**src/sv/pnsl_pkg.sv**
```systemverilog
package pnsl_pkg;

  localparam int unsigned BYTE_W     = 8;
  localparam int unsigned NIBBLE_W   = 4;
  localparam int unsigned CFG_W      = 10;
  localparam int unsigned INDEX_W    = 16;
  localparam int unsigned FLOAT_W    = 32;
  localparam int unsigned EXP_W      = 8;
  localparam int unsigned MANT_W     = 23;
  localparam int unsigned EXP_BIAS   = 127;
  // largest squared distance of one byte: two nibble terms of 15*15
  localparam int unsigned BYTE_SQ_MAX = 450;
  localparam int unsigned BYTE_SQ_W   = 9;

  localparam logic [CFG_W-1:0] DIM_RESET = 10'd64;

  localparam logic OP_QUERY = 1'b0;
  localparam logic OP_CAND  = 1'b1;

  typedef logic [BYTE_W-1:0]   byte_t;
  typedef logic [NIBBLE_W-1:0] nibble_t;
  typedef logic [INDEX_W-1:0]  index_t;
  typedef logic [FLOAT_W-1:0]  float_t;

  // control of the beat sitting in the read-data stage
  typedef struct packed {
    logic valid;
    logic op;
    logic last;
  } beat_ctl_t;

endpackage

```
**src/sv/packed_nibble_squared_l2.sv**
```systemverilog
// squared L2 distance engine over vectors of packed 4-bit values, two per byte
//
// input channel (in_valid/in_ready): one byte per beat; in_op 0 writes the
// query byte at the current position, in_op 1 streams a candidate byte that is
// compared against the stored query byte at that position.  the position is
// shared by both ops and wraps after a full vector of bytes.
// config channel (cfg_valid/cfg_ready, always ready): writes the vector length
// in bytes; 0 acts as 1, values above MAX_VECTOR_BYTES act as MAX_VECTOR_BYTES.
// output channel (out_valid/out_ready): one beat per candidate vector with the
// exact squared distance as single-precision bits and the candidate index.
// throughput: one byte per cycle while in_ready is high; each beat reads or writes
// the query ram once in its accept cycle, and the ram's registered read feeds the
// accumulate stage.  result path: a candidate's result reaches out_valid after its last
// byte through the ram read with accumulate, then the float convert, each registered
// reset: position, running sum and candidate index clear, the vector length
// is 64; query bytes are undefined until loaded.
// stall: the output register and the result stage absorb a stalled receiver;
// in_ready drops only when a finished result cannot move forward
module packed_nibble_squared_l2 #(
  parameter int unsigned MAX_VECTOR_BYTES = 512
) (
  input  logic                          clk,
  input  logic                          rst_n,
  input  logic                          in_valid,
  output logic                          in_ready,
  input  logic                          in_op,
  input  logic [pnsl_pkg::BYTE_W-1:0]   in_byte_value,
  output logic                          out_valid,
  input  logic                          out_ready,
  output logic [pnsl_pkg::FLOAT_W-1:0]  out_distance_bits,
  output logic [pnsl_pkg::INDEX_W-1:0]  out_candidate_index,
  input  logic                          cfg_valid,
  output logic                          cfg_ready,
  input  logic [pnsl_pkg::CFG_W-1:0]    cfg_data
);

  localparam int unsigned PW    = $clog2(MAX_VECTOR_BYTES);
  // worst-case running sum over a full vector
  localparam int unsigned SUM_W = $clog2(MAX_VECTOR_BYTES * pnsl_pkg::BYTE_SQ_MAX + 1);

  // last valid position for the current length, kept ready for the compare
  logic [PW-1:0] last_pos_r, last_pos_nxt;
  logic [PW-1:0] pos_r, pos_nxt;
  logic [31:0]   dim_wide;
  logic [31:0]   last_wide;

  // read-data stage
  pnsl_pkg::beat_ctl_t beat_r, beat_nxt;
  pnsl_pkg::byte_t     byte_r, byte_nxt;

  logic            in_acc;
  logic            is_last;
  logic            beat_go;
  pnsl_pkg::byte_t query_byte;

  logic                 res_valid;
  logic [SUM_W-1:0]     res_sum;
  pnsl_pkg::index_t     res_index;
  logic                 res_take;

  assign cfg_ready = 1'b1;

  // clamp the written length and keep its last position
  always_comb begin
    dim_wide = {{(32-pnsl_pkg::CFG_W){1'b0}}, cfg_data};
    if (dim_wide == 32'd0) begin
      last_wide = 32'd0;
    end else if (dim_wide > MAX_VECTOR_BYTES) begin
      last_wide = MAX_VECTOR_BYTES - 1;
    end else begin
      last_wide = dim_wide - 32'd1;
    end
    last_pos_nxt = (cfg_valid && cfg_ready) ? last_wide[PW-1:0] : last_pos_r;
  end

  // a beat can enter while the read-data stage is empty or draining
  assign in_ready = !beat_r.valid || beat_go;
  assign in_acc   = in_valid && in_ready;

  // a shortened length makes any position at or past its end the last byte
  assign is_last = (pos_r >= last_pos_r);

  always_comb begin
    pos_nxt = pos_r;
    if (in_acc) begin
      pos_nxt = is_last ? '0 : pos_r + 1'b1;
    end
  end

  always_comb begin
    beat_nxt = beat_r;
    byte_nxt = byte_r;
    if (in_acc) begin
      beat_nxt.valid = 1'b1;
      beat_nxt.op    = in_op;
      beat_nxt.last  = is_last;
      byte_nxt       = in_byte_value;
    end else if (beat_go) begin
      beat_nxt.valid = 1'b0;
    end
  end

  always_ff @(posedge clk) begin
    if (!rst_n) begin
      pos_r        <= '0;
      last_pos_r   <= PW'(pnsl_pkg::DIM_RESET - 1'b1);
      beat_r.valid <= 1'b0;
    end else begin
      pos_r        <= pos_nxt;
      last_pos_r   <= last_pos_nxt;
      beat_r.valid <= beat_nxt.valid;
    end
    beat_r.op   <= beat_nxt.op;
    beat_r.last <= beat_nxt.last;
    byte_r      <= byte_nxt;
  end

  // query store: query beats write, candidate beats read, one access per beat;
  // a read always lands in a later cycle than any earlier write
  pnsl_ram #(
    .WIDTH (pnsl_pkg::BYTE_W),
    .DEPTH (MAX_VECTOR_BYTES)
  ) u_query_ram (
    .clk   (clk),
    .we    (in_acc && (in_op == pnsl_pkg::OP_QUERY)),
    .waddr (pos_r),
    .wdata (in_byte_value),
    .re    (in_acc && (in_op == pnsl_pkg::OP_CAND)),
    .raddr (pos_r),
    .rdata (query_byte)
  );

  pnsl_accum #(
    .SUM_W (SUM_W)
  ) u_accum (
    .clk        (clk),
    .rst_n      (rst_n),
    .beat       (beat_r),
    .cand_byte  (byte_r),
    .query_byte (query_byte),
    .beat_go    (beat_go),
    .res_valid  (res_valid),
    .res_sum    (res_sum),
    .res_index  (res_index),
    .res_take   (res_take)
  );

  pnsl_tofloat #(
    .SUM_W (SUM_W)
  ) u_tofloat (
    .clk       (clk),
    .rst_n     (rst_n),
    .res_valid (res_valid),
    .res_sum   (res_sum),
    .res_index (res_index),
    .res_take  (res_take),
    .out_valid (out_valid),
    .out_ready (out_ready),
    .out_bits  (out_distance_bits),
    .out_index (out_candidate_index)
  );

endmodule

```
**src/sv/pnsl_ram.sv**
```systemverilog
module pnsl_ram #(
  parameter int unsigned WIDTH = 8,
  parameter int unsigned DEPTH = 512
) (
  input  logic                     clk,
  input  logic                     we,
  input  logic [$clog2(DEPTH)-1:0] waddr,
  input  logic [WIDTH-1:0]         wdata,
  input  logic                     re,
  input  logic [$clog2(DEPTH)-1:0] raddr,
  output logic [WIDTH-1:0]         rdata
);

  logic [WIDTH-1:0] mem [DEPTH];
  logic [WIDTH-1:0] rdata_r;

  always_ff @(posedge clk) begin
    if (we) begin
      mem[waddr] <= wdata;
    end
    if (re) begin
      rdata_r <= mem[raddr];
    end
  end

  assign rdata = rdata_r;

endmodule

```
**src/sv/pnsl_accum.sv**
```systemverilog
module pnsl_accum #(
  parameter int unsigned SUM_W = 18
) (
  input  logic              clk,
  input  logic              rst_n,
  input  pnsl_pkg::beat_ctl_t beat,
  input  pnsl_pkg::byte_t   cand_byte,
  input  pnsl_pkg::byte_t   query_byte,
  output logic              beat_go,
  output logic              res_valid,
  output logic [SUM_W-1:0]  res_sum,
  output pnsl_pkg::index_t  res_index,
  input  logic              res_take
);

  logic [SUM_W-1:0]  sum_r, sum_nxt;
  pnsl_pkg::index_t  cnt_r, cnt_nxt;
  logic              res_v_r, res_v_nxt;
  logic [SUM_W-1:0]  res_sum_r, res_sum_nxt;
  pnsl_pkg::index_t  res_idx_r, res_idx_nxt;

  pnsl_pkg::nibble_t ad_lo, ad_hi;
  logic [2*pnsl_pkg::NIBBLE_W-1:0] sq_lo, sq_hi;
  logic [pnsl_pkg::BYTE_SQ_W-1:0]  sq_sum;
  logic [SUM_W-1:0]  total;
  logic              emit;

  // absolute nibble differences, then squares
  always_comb begin
    ad_lo = (cand_byte[3:0] >= query_byte[3:0]) ? cand_byte[3:0] - query_byte[3:0]
                                                 : query_byte[3:0] - cand_byte[3:0];
    ad_hi = (cand_byte[7:4] >= query_byte[7:4]) ? cand_byte[7:4] - query_byte[7:4]
                                                 : query_byte[7:4] - cand_byte[7:4];
    sq_lo  = ad_lo * ad_lo;
    sq_hi  = ad_hi * ad_hi;
    sq_sum = {1'b0, sq_lo} + {1'b0, sq_hi};
    total  = sum_r + {{(SUM_W-pnsl_pkg::BYTE_SQ_W){1'b0}}, sq_sum};
  end

  assign emit    = (beat.op == pnsl_pkg::OP_CAND) && beat.last;
  assign beat_go = beat.valid && (!emit || !res_v_r || res_take);

  always_comb begin
    sum_nxt     = sum_r;
    cnt_nxt     = cnt_r;
    res_sum_nxt = res_sum_r;
    res_idx_nxt = res_idx_r;
    res_v_nxt   = res_take ? 1'b0 : res_v_r;
    if (beat_go) begin
      if (beat.op == pnsl_pkg::OP_QUERY) begin
        // query beat drops any partial candidate
        sum_nxt = '0;
        if (beat.last) begin
          cnt_nxt = '0;
        end
      end else if (beat.last) begin
        res_v_nxt   = 1'b1;
        res_sum_nxt = total;
        res_idx_nxt = cnt_r;
        cnt_nxt     = cnt_r + 1'b1;
        sum_nxt     = '0;
      end else begin
        sum_nxt = total;
      end
    end
  end

  always_ff @(posedge clk) begin
    if (!rst_n) begin
      sum_r   <= '0;
      cnt_r   <= '0;
      res_v_r <= 1'b0;
    end else begin
      sum_r   <= sum_nxt;
      cnt_r   <= cnt_nxt;
      res_v_r <= res_v_nxt;
    end
    res_sum_r <= res_sum_nxt;
    res_idx_r <= res_idx_nxt;
  end

  assign res_valid = res_v_r;
  assign res_sum   = res_sum_r;
  assign res_index = res_idx_r;

endmodule

```
**src/sv/pnsl_tofloat.sv**
```systemverilog
module pnsl_tofloat #(
  parameter int unsigned SUM_W = 18
) (
  input  logic              clk,
  input  logic              rst_n,
  input  logic              res_valid,
  input  logic [SUM_W-1:0]  res_sum,
  input  pnsl_pkg::index_t  res_index,
  output logic              res_take,
  output logic              out_valid,
  input  logic              out_ready,
  output pnsl_pkg::float_t  out_bits,
  output pnsl_pkg::index_t  out_index
);

  localparam int unsigned MSB_W = $clog2(SUM_W);

  logic              ov_r, ov_nxt;
  pnsl_pkg::float_t  bits_r, bits_nxt;
  pnsl_pkg::index_t  idx_r, idx_nxt;

  logic [MSB_W-1:0]          msb;
  logic [pnsl_pkg::MANT_W:0] mant;
  logic [pnsl_pkg::EXP_W-1:0] expo;
  pnsl_pkg::float_t          fbits;

  // sum fits in the mantissa, so the conversion is exact: left shift only
  always_comb begin
    msb = '0;
    for (int i = 0; i < SUM_W; i++) begin
      if (res_sum[i]) begin
        msb = MSB_W'(i);
      end
    end
    mant  = {{(pnsl_pkg::MANT_W+1-SUM_W){1'b0}}, res_sum} << (pnsl_pkg::MANT_W - msb);
    expo  = pnsl_pkg::EXP_W'(pnsl_pkg::EXP_BIAS) + {{(pnsl_pkg::EXP_W-MSB_W){1'b0}}, msb};
    fbits = (res_sum == '0) ? '0 : {1'b0, expo, mant[pnsl_pkg::MANT_W-1:0]};
  end

  assign res_take = res_valid && (!ov_r || out_ready);

  always_comb begin
    ov_nxt   = ov_r;
    bits_nxt = bits_r;
    idx_nxt  = idx_r;
    if (res_take) begin
      ov_nxt   = 1'b1;
      bits_nxt = fbits;
      idx_nxt  = res_index;
    end else if (out_ready) begin
      ov_nxt = 1'b0;
    end
  end

  always_ff @(posedge clk) begin
    if (!rst_n) begin
      ov_r <= 1'b0;
    end else begin
      ov_r <= ov_nxt;
    end
    bits_r <= bits_nxt;
    idx_r  <= idx_nxt;
  end

  assign out_valid = ov_r;
  assign out_bits  = bits_r;
  assign out_index = idx_r;

endmodule
```
**config.mk**
```make
export PLATFORM = sky130hd
export DESIGN_NAME = packed_nibble_squared_l2
export DESIGN_NICKNAME = d
export VERILOG_FILES = /design/src/sv/pnsl_pkg.sv /design/src/sv/packed_nibble_squared_l2.sv /design/src/sv/pnsl_ram.sv /design/src/sv/pnsl_accum.sv /design/src/sv/pnsl_tofloat.sv
export SDC_FILE = /design/constraint.sdc
export NUM_CORES = 2
export LEC_CHECK = 0
export BUFFER_PORTS_ARGS = -buffer_cell sky130_fd_sc_hd__buf_4
export CAP_MARGIN = 20
export CORE_UTILIZATION = 45
export DETAILED_ROUTE_END_ITERATION = 7
export MAX_ROUTING_LAYER = met4
export PLACE_DENSITY_LB_ADDON = 0.08
export SYNTH_ARGS = -nofsm -noshare
export SYNTH_HDL_FRONTEND = slang
export SYNTH_HIERARCHICAL = 1
export SYNTH_SLANG_ARGS = --single-unit
```
**constraint.sdc**
```tcl
create_clock -name clk -period 6.1 [get_ports clk]
set_input_delay 0.305 -clock clk [delete_from_list [all_inputs] [get_ports clk]]
set_output_delay 0.305 -clock clk [all_outputs]
set_load 0.01 [all_outputs]
```
After elaboration in Yosys (flattened, before gate mapping)
Memory sizes are Yosys's and may differ from the RTL's. A register that Yosys moved wholly into a read port is not among the register bits.
Cells that the tools add are included.

word-level totals
  input bits = 24
  register bits = 147
  memory bits (read-only) = 0
  logic and storage cells = 92
  memories kept = 1
  bits in writable memories = 4096
  latch bits = 0
  output and inout port bits = 51

operators by class
  equality and inequality tests = 0
  $mul = 2
  shift-type cells = 1
  divide/modulo/power cells = 0
  add/subtract/negate cells = 11
  reduce and logical (&&, ||, !) cells = 20
  multiplexer cells = 37
  order comparisons = 4
  bitwise gates (word level) = 1

memories
  name             words  width  rd ports  clocked after Yosys merged registers in  wr ports  line            RTL
  u_query_ram.mem  512    8      1         1                                        1         pnsl_ram.sv:14  logic [WIDTH-1:0] mem [DEPTH];

operators by type and width
  cell                                              count
  2-to-1 mux 16 bit                                 3
  2-to-1 mux 4 bit                                  10
  2-to-1 mux 18 bit                                 2
  << shifter 18 x 32 -> 23 bit                      1
  2-to-1 mux 9 bit                                  3
  adder 18 x 9 -> 18 bit                            1
  logical NOT 18 bit                                1
  adder 16 x 1 -> 16 bit, second input constant     1
  multiplier 4 x 4 -> 8 bit                         2
  subtractor 4 bit                                  4
  2-to-1 mux 3 bit                                  4
  2-to-1 mux 1 bit                                  11
  > comparator 10 bit, second input constant        1
  logical NOT 10 bit                                1
  2-to-1 mux 5 bit                                  2
  adder 8 x 8 -> 9 bit                              1
  adder 9 x 1 -> 9 bit, second input constant       1
  >= comparator 9 bit                               1
  subtractor 9 x 1 -> 9 bit, second input constant  1
  adder 7 x 5 -> 8 bit, first input constant        1
  >= comparator 4 bit                               2
  logical AND 1 bit                                 6
  subtractor 5 x 5 -> 6 bit, first input constant   1
  logical NOT 1 bit                                 4
  other kinds (6)                                   11

Logic depth before layout (Yosys ltp)
  word-level depth = 19
  mapped depth = 25
  gate-level depth less buffers = 25

Modules after synthesis
The synthesis kept the hierarchy.

by module, submodules not included
  module                    sequential area each (sq um)  times used  area each (sq um)  cells each
  pnsl_ram                  123238.2                      1           160007.2           8030
  pnsl_accum                1721.7                        1           4379.2             446
  pnsl_tofloat              1431.4                        1           2884.0             292
  packed_nibble_squared_l2  680.7                         1           1545.2             169

Worst setup path after synthesis
No wires, ideal clock.

  kind = flip-flop to flip-flop
  from = register byte_r[4]
  to = register u_accum.sum_r[16]
  arrival = 5.515 ns
  cell stages (with the launch flop) = 25
  path slack = 0.506 ns
  buffers on the path = 0
  setup time = 0.079 ns
  required time = 6.021 ns
  period minus slack after synthesis = 5.594 ns
  cell sequence = edfxtp_1 > inv_1 > ha_1 > inv_1 > fa_1 > a21o_1 > a31oi_4 > a21oi_1 > o211ai_1 > o21ai_1 > and2_1 > ha_1 > xnor2_1 > fa_1 > inv_1 > fa_1 > fa_1 > inv_1 > fa_1 > and2b_1 > o211ai_2 > a21oi_4 > nor2_2 > or4_1 > o211ai_1

between the ends
  longest elaborated chain between the ends = 7
  elaborated cells between the ends (all ways) = 9
  those cells by class = add/sub (4); mul (1); order compare (1); mux (3)

ends and longest elaborated chain
  element                                   line                             RTL
  start, declared                           packed_nibble_squared_l2.sv:49   pnsl_pkg::byte_t byte_r, byte_nxt;
  start signal, assigned                    packed_nibble_squared_l2.sv:115  byte_r <= byte_nxt;
  subtractor 4 bit (tied with other cells)  pnsl_accum.sv:33                 : query_byte[7:4] - cand_byte[7:4];
  2-to-1 mux 4 bit *                        pnsl_accum.sv:32                 ad_hi = (cand_byte[7:4] >= query_byte[7:4]) ? cand_byte[7:4] - query_byte[7:4]
  multiplier 4 x 4 -> 8 bit *               pnsl_accum.sv:35                 sq_hi = ad_hi * ad_hi;
  adder 8 x 8 -> 9 bit *                    pnsl_accum.sv:36                 sq_sum = {1'b0, sq_lo} + {1'b0, sq_hi};
  adder 18 x 9 -> 18 bit *                  pnsl_accum.sv:37                 total = sum_r + {{(SUM_W-pnsl_pkg::BYTE_SQ_W){1'b0}}, sq_sum};
  2-to-1 mux 18 bit *                       pnsl_accum.sv:56                 end else if (beat.last) begin
  2-to-1 mux 18 bit *                       pnsl_accum.sv:50                 if (beat.op == pnsl_pkg::OP_QUERY) begin
  end signal, assigned                      pnsl_accum.sv:74                 sum_r <= sum_nxt;
  end, declared                             pnsl_accum.sv:16                 logic [SUM_W-1:0] sum_r, sum_nxt;

Mark *: on every way between the ends. The rest lies on a longest branch, timed or not.
A chain may end at the register's enable or synchronous reset.

Worst setup path after layout
Same ends and word-level chain as after synthesis.

==> results.sh <==
export IMPL_min_period_ps=5730
export IMPL_cts_buffer_depth=4
export IMPL_cts_buffers=451
export IMPL_setup_viol=0
export IMPL_maxCapViolCount=0
export IMPL_hold_ws_ps=212
export IMPL_io_pins=75
export IMPL_vias_per_cell=6.05
export IMPL_cts_tree="yes"
export IMPL_pre_cts_slack_ps=137
export IMPL_setup_ws_ps=368
export IMPL_nNetsFinal=9293
export IMPL_ctsHtreeMaxLevel=5
export IMPL_crit_path_max_fanout=4
export IMPL_drt_pass1_iterations=8
export IMPL_drv_slew=0
export IMPL_grt_pass1_vias=87500
export IMPL_max_slew_margin_rel_pct=13.7
export IMPL_dpl_instance_area_um2=175000
export IMPL_ir_drop_uv=280
export IMPL_setup_tns_ps=0
export IMPL_synth_most_common_cell="edfxtp_1"
export IMPL_grt_pass1_wl_um=654000
export IMPL_hp_class="in -> reg"
export IMPL_place_inst=13700
export IMPL_final_hold_violation_count=0
export IMPL_syn_nets=9036
export IMPL_gp_congestion=0.857
export IMPL_worstPathRequired_ps=6980
export IMPL_grt_start_max_net_pins=200
export IMPL_crit_path_end_kind="flip-flop"
export IMPL_synthArstFlopShare_pct=0
export IMPL_clk_latency_ps=970
export IMPL_num_vias=88100
export IMPL_outcome="finished, final reports clean"
export IMPL_synth_top_cells_by_count="4195 x edfxtp_1, 808 x mux2i_1, 690 x nor2_1"
export IMPL_period_share_pct=94.0
export IMPL_final_cells=14600
export IMPL_core_area_um2=373000
export IMPL_fmax_ghz=0.174
export IMPL_netlist_instances=8937
export IMPL_grtUsageTotal_pct=24.7
export IMPL_utilization_pct=50.9
export IMPL_remaining_drc_errors=0
export IMPL_leakage_nw=57.9
export IMPL_ys_types=96
export IMPL_row_count=224
export IMPL_wl_um=461000
export IMPL_dieArea_um2=378000
export IMPL_synthTopCellsByArea="edfxtp_1 75%, mux4_2 8.7%, mux2i_1 4.8%"
export IMPL_fin_worst_skew_ps=39.8
export IMPL_fin_total_pwr_mw=62.7
export IMPL_dieHeight_um=614
export IMPL_yosysWarnings=6
export IMPL_synth_ff_type="edfxtp_1"
export IMPL_start_util_pct=45.3
export IMPL_syn_cell_area_um2=169000
export IMPL_worst_slew_pin_slew_ps=1290
export IMPL_rsz0062_at_grt="false"
export IMPL_cp_slowest_cell="fa_1"
export IMPL_max_stage_delay_ps=550
export IMPL_root_buffer="clkbuf_16"
export IMPL_fin_area_um2=190000
export IMPL_synth_top_area_share_pct=74.6
export IMPL_ant_nets=0
export IMPL_hpwl_um=277000
export IMPL_p_per_area_nw_per_um2=330
export IMPL_routedWlPerCell_um=31.7
export IMPL_worstPathArrival_ps=6610
export IMPL_worstPathCellList="inv_1 -> ha_1 -> inv_1 -> fa_2 -> a21o_1 -> a31oi_4 -> a21oi_1 -> o211ai_1 -> o21ai_1 -> and2_1 -> ha_1 -> xnor2_1 -> fa_1 -> inv_1 -> fa_1 -> fa_1 -> inv_1 -> fa_1 -> and2b_2 -> o211ai_2 -> a21oi_4 -> nor2_2 -> or4_1 -> o211ai_1"
export IMPL_drive_above_1_share_pct=17.5
export IMPL_first_iter_violations=9268
export IMPL_die_w_um=614
export IMPL_clk_pin_slew_ps=60
export IMPL_overflow=0
export IMPL_syn_to_final_growth_pct=12.5
export IMPL_synth_edff_count=4195
export IMPL_avgSynthCellArea_um2=18.9
export IMPL_cp_start_kind="flip-flop"
export IMPL_yosysSeqAreaShare_pct=75.3
export IMPL_cts_sinks=4250
export IMPL_criticalPathCategory="reg -> reg"
export IMPL_antenna_found_initial=31
export IMPL_yosysTopAreaCell="edfxtp_1"
export IMPL_yosys_register_bits=4250
export IMPL_io_buffers=72
-- critical path: cells and delay by family (launching register included) --
family / cells / cell delay, ps
AO/OA/AOI/OAI: 8 / 1120
buffers and inverters: 4 / 250
AND/OR/NAND/NOR: 4 / 1020
XOR/XNOR: 1 / 150
adder cells (fa/ha/maj): 7 / 2770
flip-flops: 1 / 380
-- final cells by class --
| class | count | area, um2 |
|---|---|---|
| clock inverters | 301 | 2540 |
| inverters | 95 | 370 |
| repair buffers | 345 | 3390 |
| multi-input cells | 4051 | 38500 |
| diodes | 13 | 32.5 |
| flip-flops and latches | 4250 | 127000 |
| fillers | 30100 | 183000 |
| well taps | 4972 | 6220 |
| clock buffers | 532 | 11700 |
-- routing by layer --
metal	part of all wire [%]	vias up	global-route usage, %
li1	-	37300	-
met1	43	46900	34.4
met2	47	3243	37.9
met3	7.4	640	4.41
met4	2.7	0	6.26
met5	0	-	-
-- what timing repair did --
item                       in CTS  in global routing
setup endpoints to repair       0                  8
hold buffers                   35                  0
hold endpoints to repair      576                  0
resized for setup               0                  5
setup buffers                   0                  3
-- path summary, 6_finish.rpt --
| check | startpoint | end | slack (ps) | cells after the start |
|---|---|---|---|---|
| hold / removal | in_op | beat_r[1]$_DFFE_PP_ | 210 | 2 |
| hold reg to reg | u_accum/res_index[2]$_DFFE_PP_ | u_tofloat/out_index[2]$_DFFE_PP_ | 420 | 0 |
| setup reg to reg | byte_r[4]$_DFFE_PP_ | u_accum/sum_r[16]$_SDFFE_PN0P_ | 370 | 24 |
| setup / recovery | byte_r[4]$_DFFE_PP_ | u_accum/sum_r[16]$_SDFFE_PN0P_ | 370 | 24 |
-- kinds of logic after synthesis --
logic type               share of synthesized area [%]
flip-flops                                        75.3
multiplexers                                      13.5
AND/OR/NAND/NOR                                   3.37
AO/OA/AOI/OAI                                     4.97
buffers and inverters                             2.05
adder cells (fa/ha/maj)                          0.651
XOR/XNOR                                         0.150
other                                          0.00445
-- placed cells by master, fill, tap and decap left out, types with 12 or more instances in the layout --
| master | Yosys | layout |
|---|---|---|
| nand4_1 | 40 | 40 |
| a211oi_1 | 20 | 20 |
| ha_1 | 55 | 55 |
| nor3_1 | 128 | 126 |
| a21oi_1 | 242 | 241 |
| bufinv_16 | 0 | 37 |
| nand2_1 | 184 | 169 |
| a22oi_1 | 72 | 72 |
| dfxtp_1 | 55 | 49 |
| fa_1 | 20 | 18 |
| o31ai_1 | 17 | 17 |
| dlygate4sd3_1 | 0 | 35 |
| nor2_1 | 690 | 687 |
| clkinv_2 | 0 | 95 |
| nor2b_1 | 17 | 14 |
| buf_4 | 74 | 246 |
| nor4_1 | 43 | 43 |
| o22ai_1 | 167 | 167 |
| clkinvlp_4 | 0 | 14 |
| inv_6 | 1 | 14 |
| or3_1 | 14 | 14 |
| o211ai_1 | 17 | 17 |
| clkbuf_1 | 278 | 75 |
| mux4_2 | 655 | 655 |
| mux2i_1 | 808 | 808 |
| clkbuf_16 | 0 | 457 |
| o21ai_0 | 164 | 164 |
| diode_2 | 0 | 13 |
| and2_1 | 26 | 25 |
| nand2_4 | 0 | 12 |
| inv_1 | 89 | 88 |
| xnor2_1 | 19 | 19 |
| nand3_1 | 62 | 58 |
| clkinv_1 | 1 | 130 |
| buf_12 | 5 | 51 |
| o221ai_1 | 372 | 372 |
| edfxtp_1 | 4195 | 4195 |
-- flip-flops by register name, summed over array words and instances, names as in the netlist, 3 cells and up --
| signal | cells |
|---|---|
| u_accum/sum_r | 18 |
| u_tofloat/out_bits | 31 |
| pos_r | 9 |
| u_tofloat/out_index | 16 |
| u_accum/res_sum | 18 |
| u_accum/cnt_r | 16 |
| beat_r | 3 |
| u_query_ram/rdata | 8 |
| byte_r | 8 |
| u_accum/res_index | 16 |
| u_query_ram/mem | 4096 |
| last_pos_r | 9 |
-- where the power goes --
group          internal (mW)  switching, mW
Clock                   15.2           11.3
Combinational           1.47           2.46
Sequential              32.2         0.0603
Note: power is estimated with default switching activity, not from simulation.
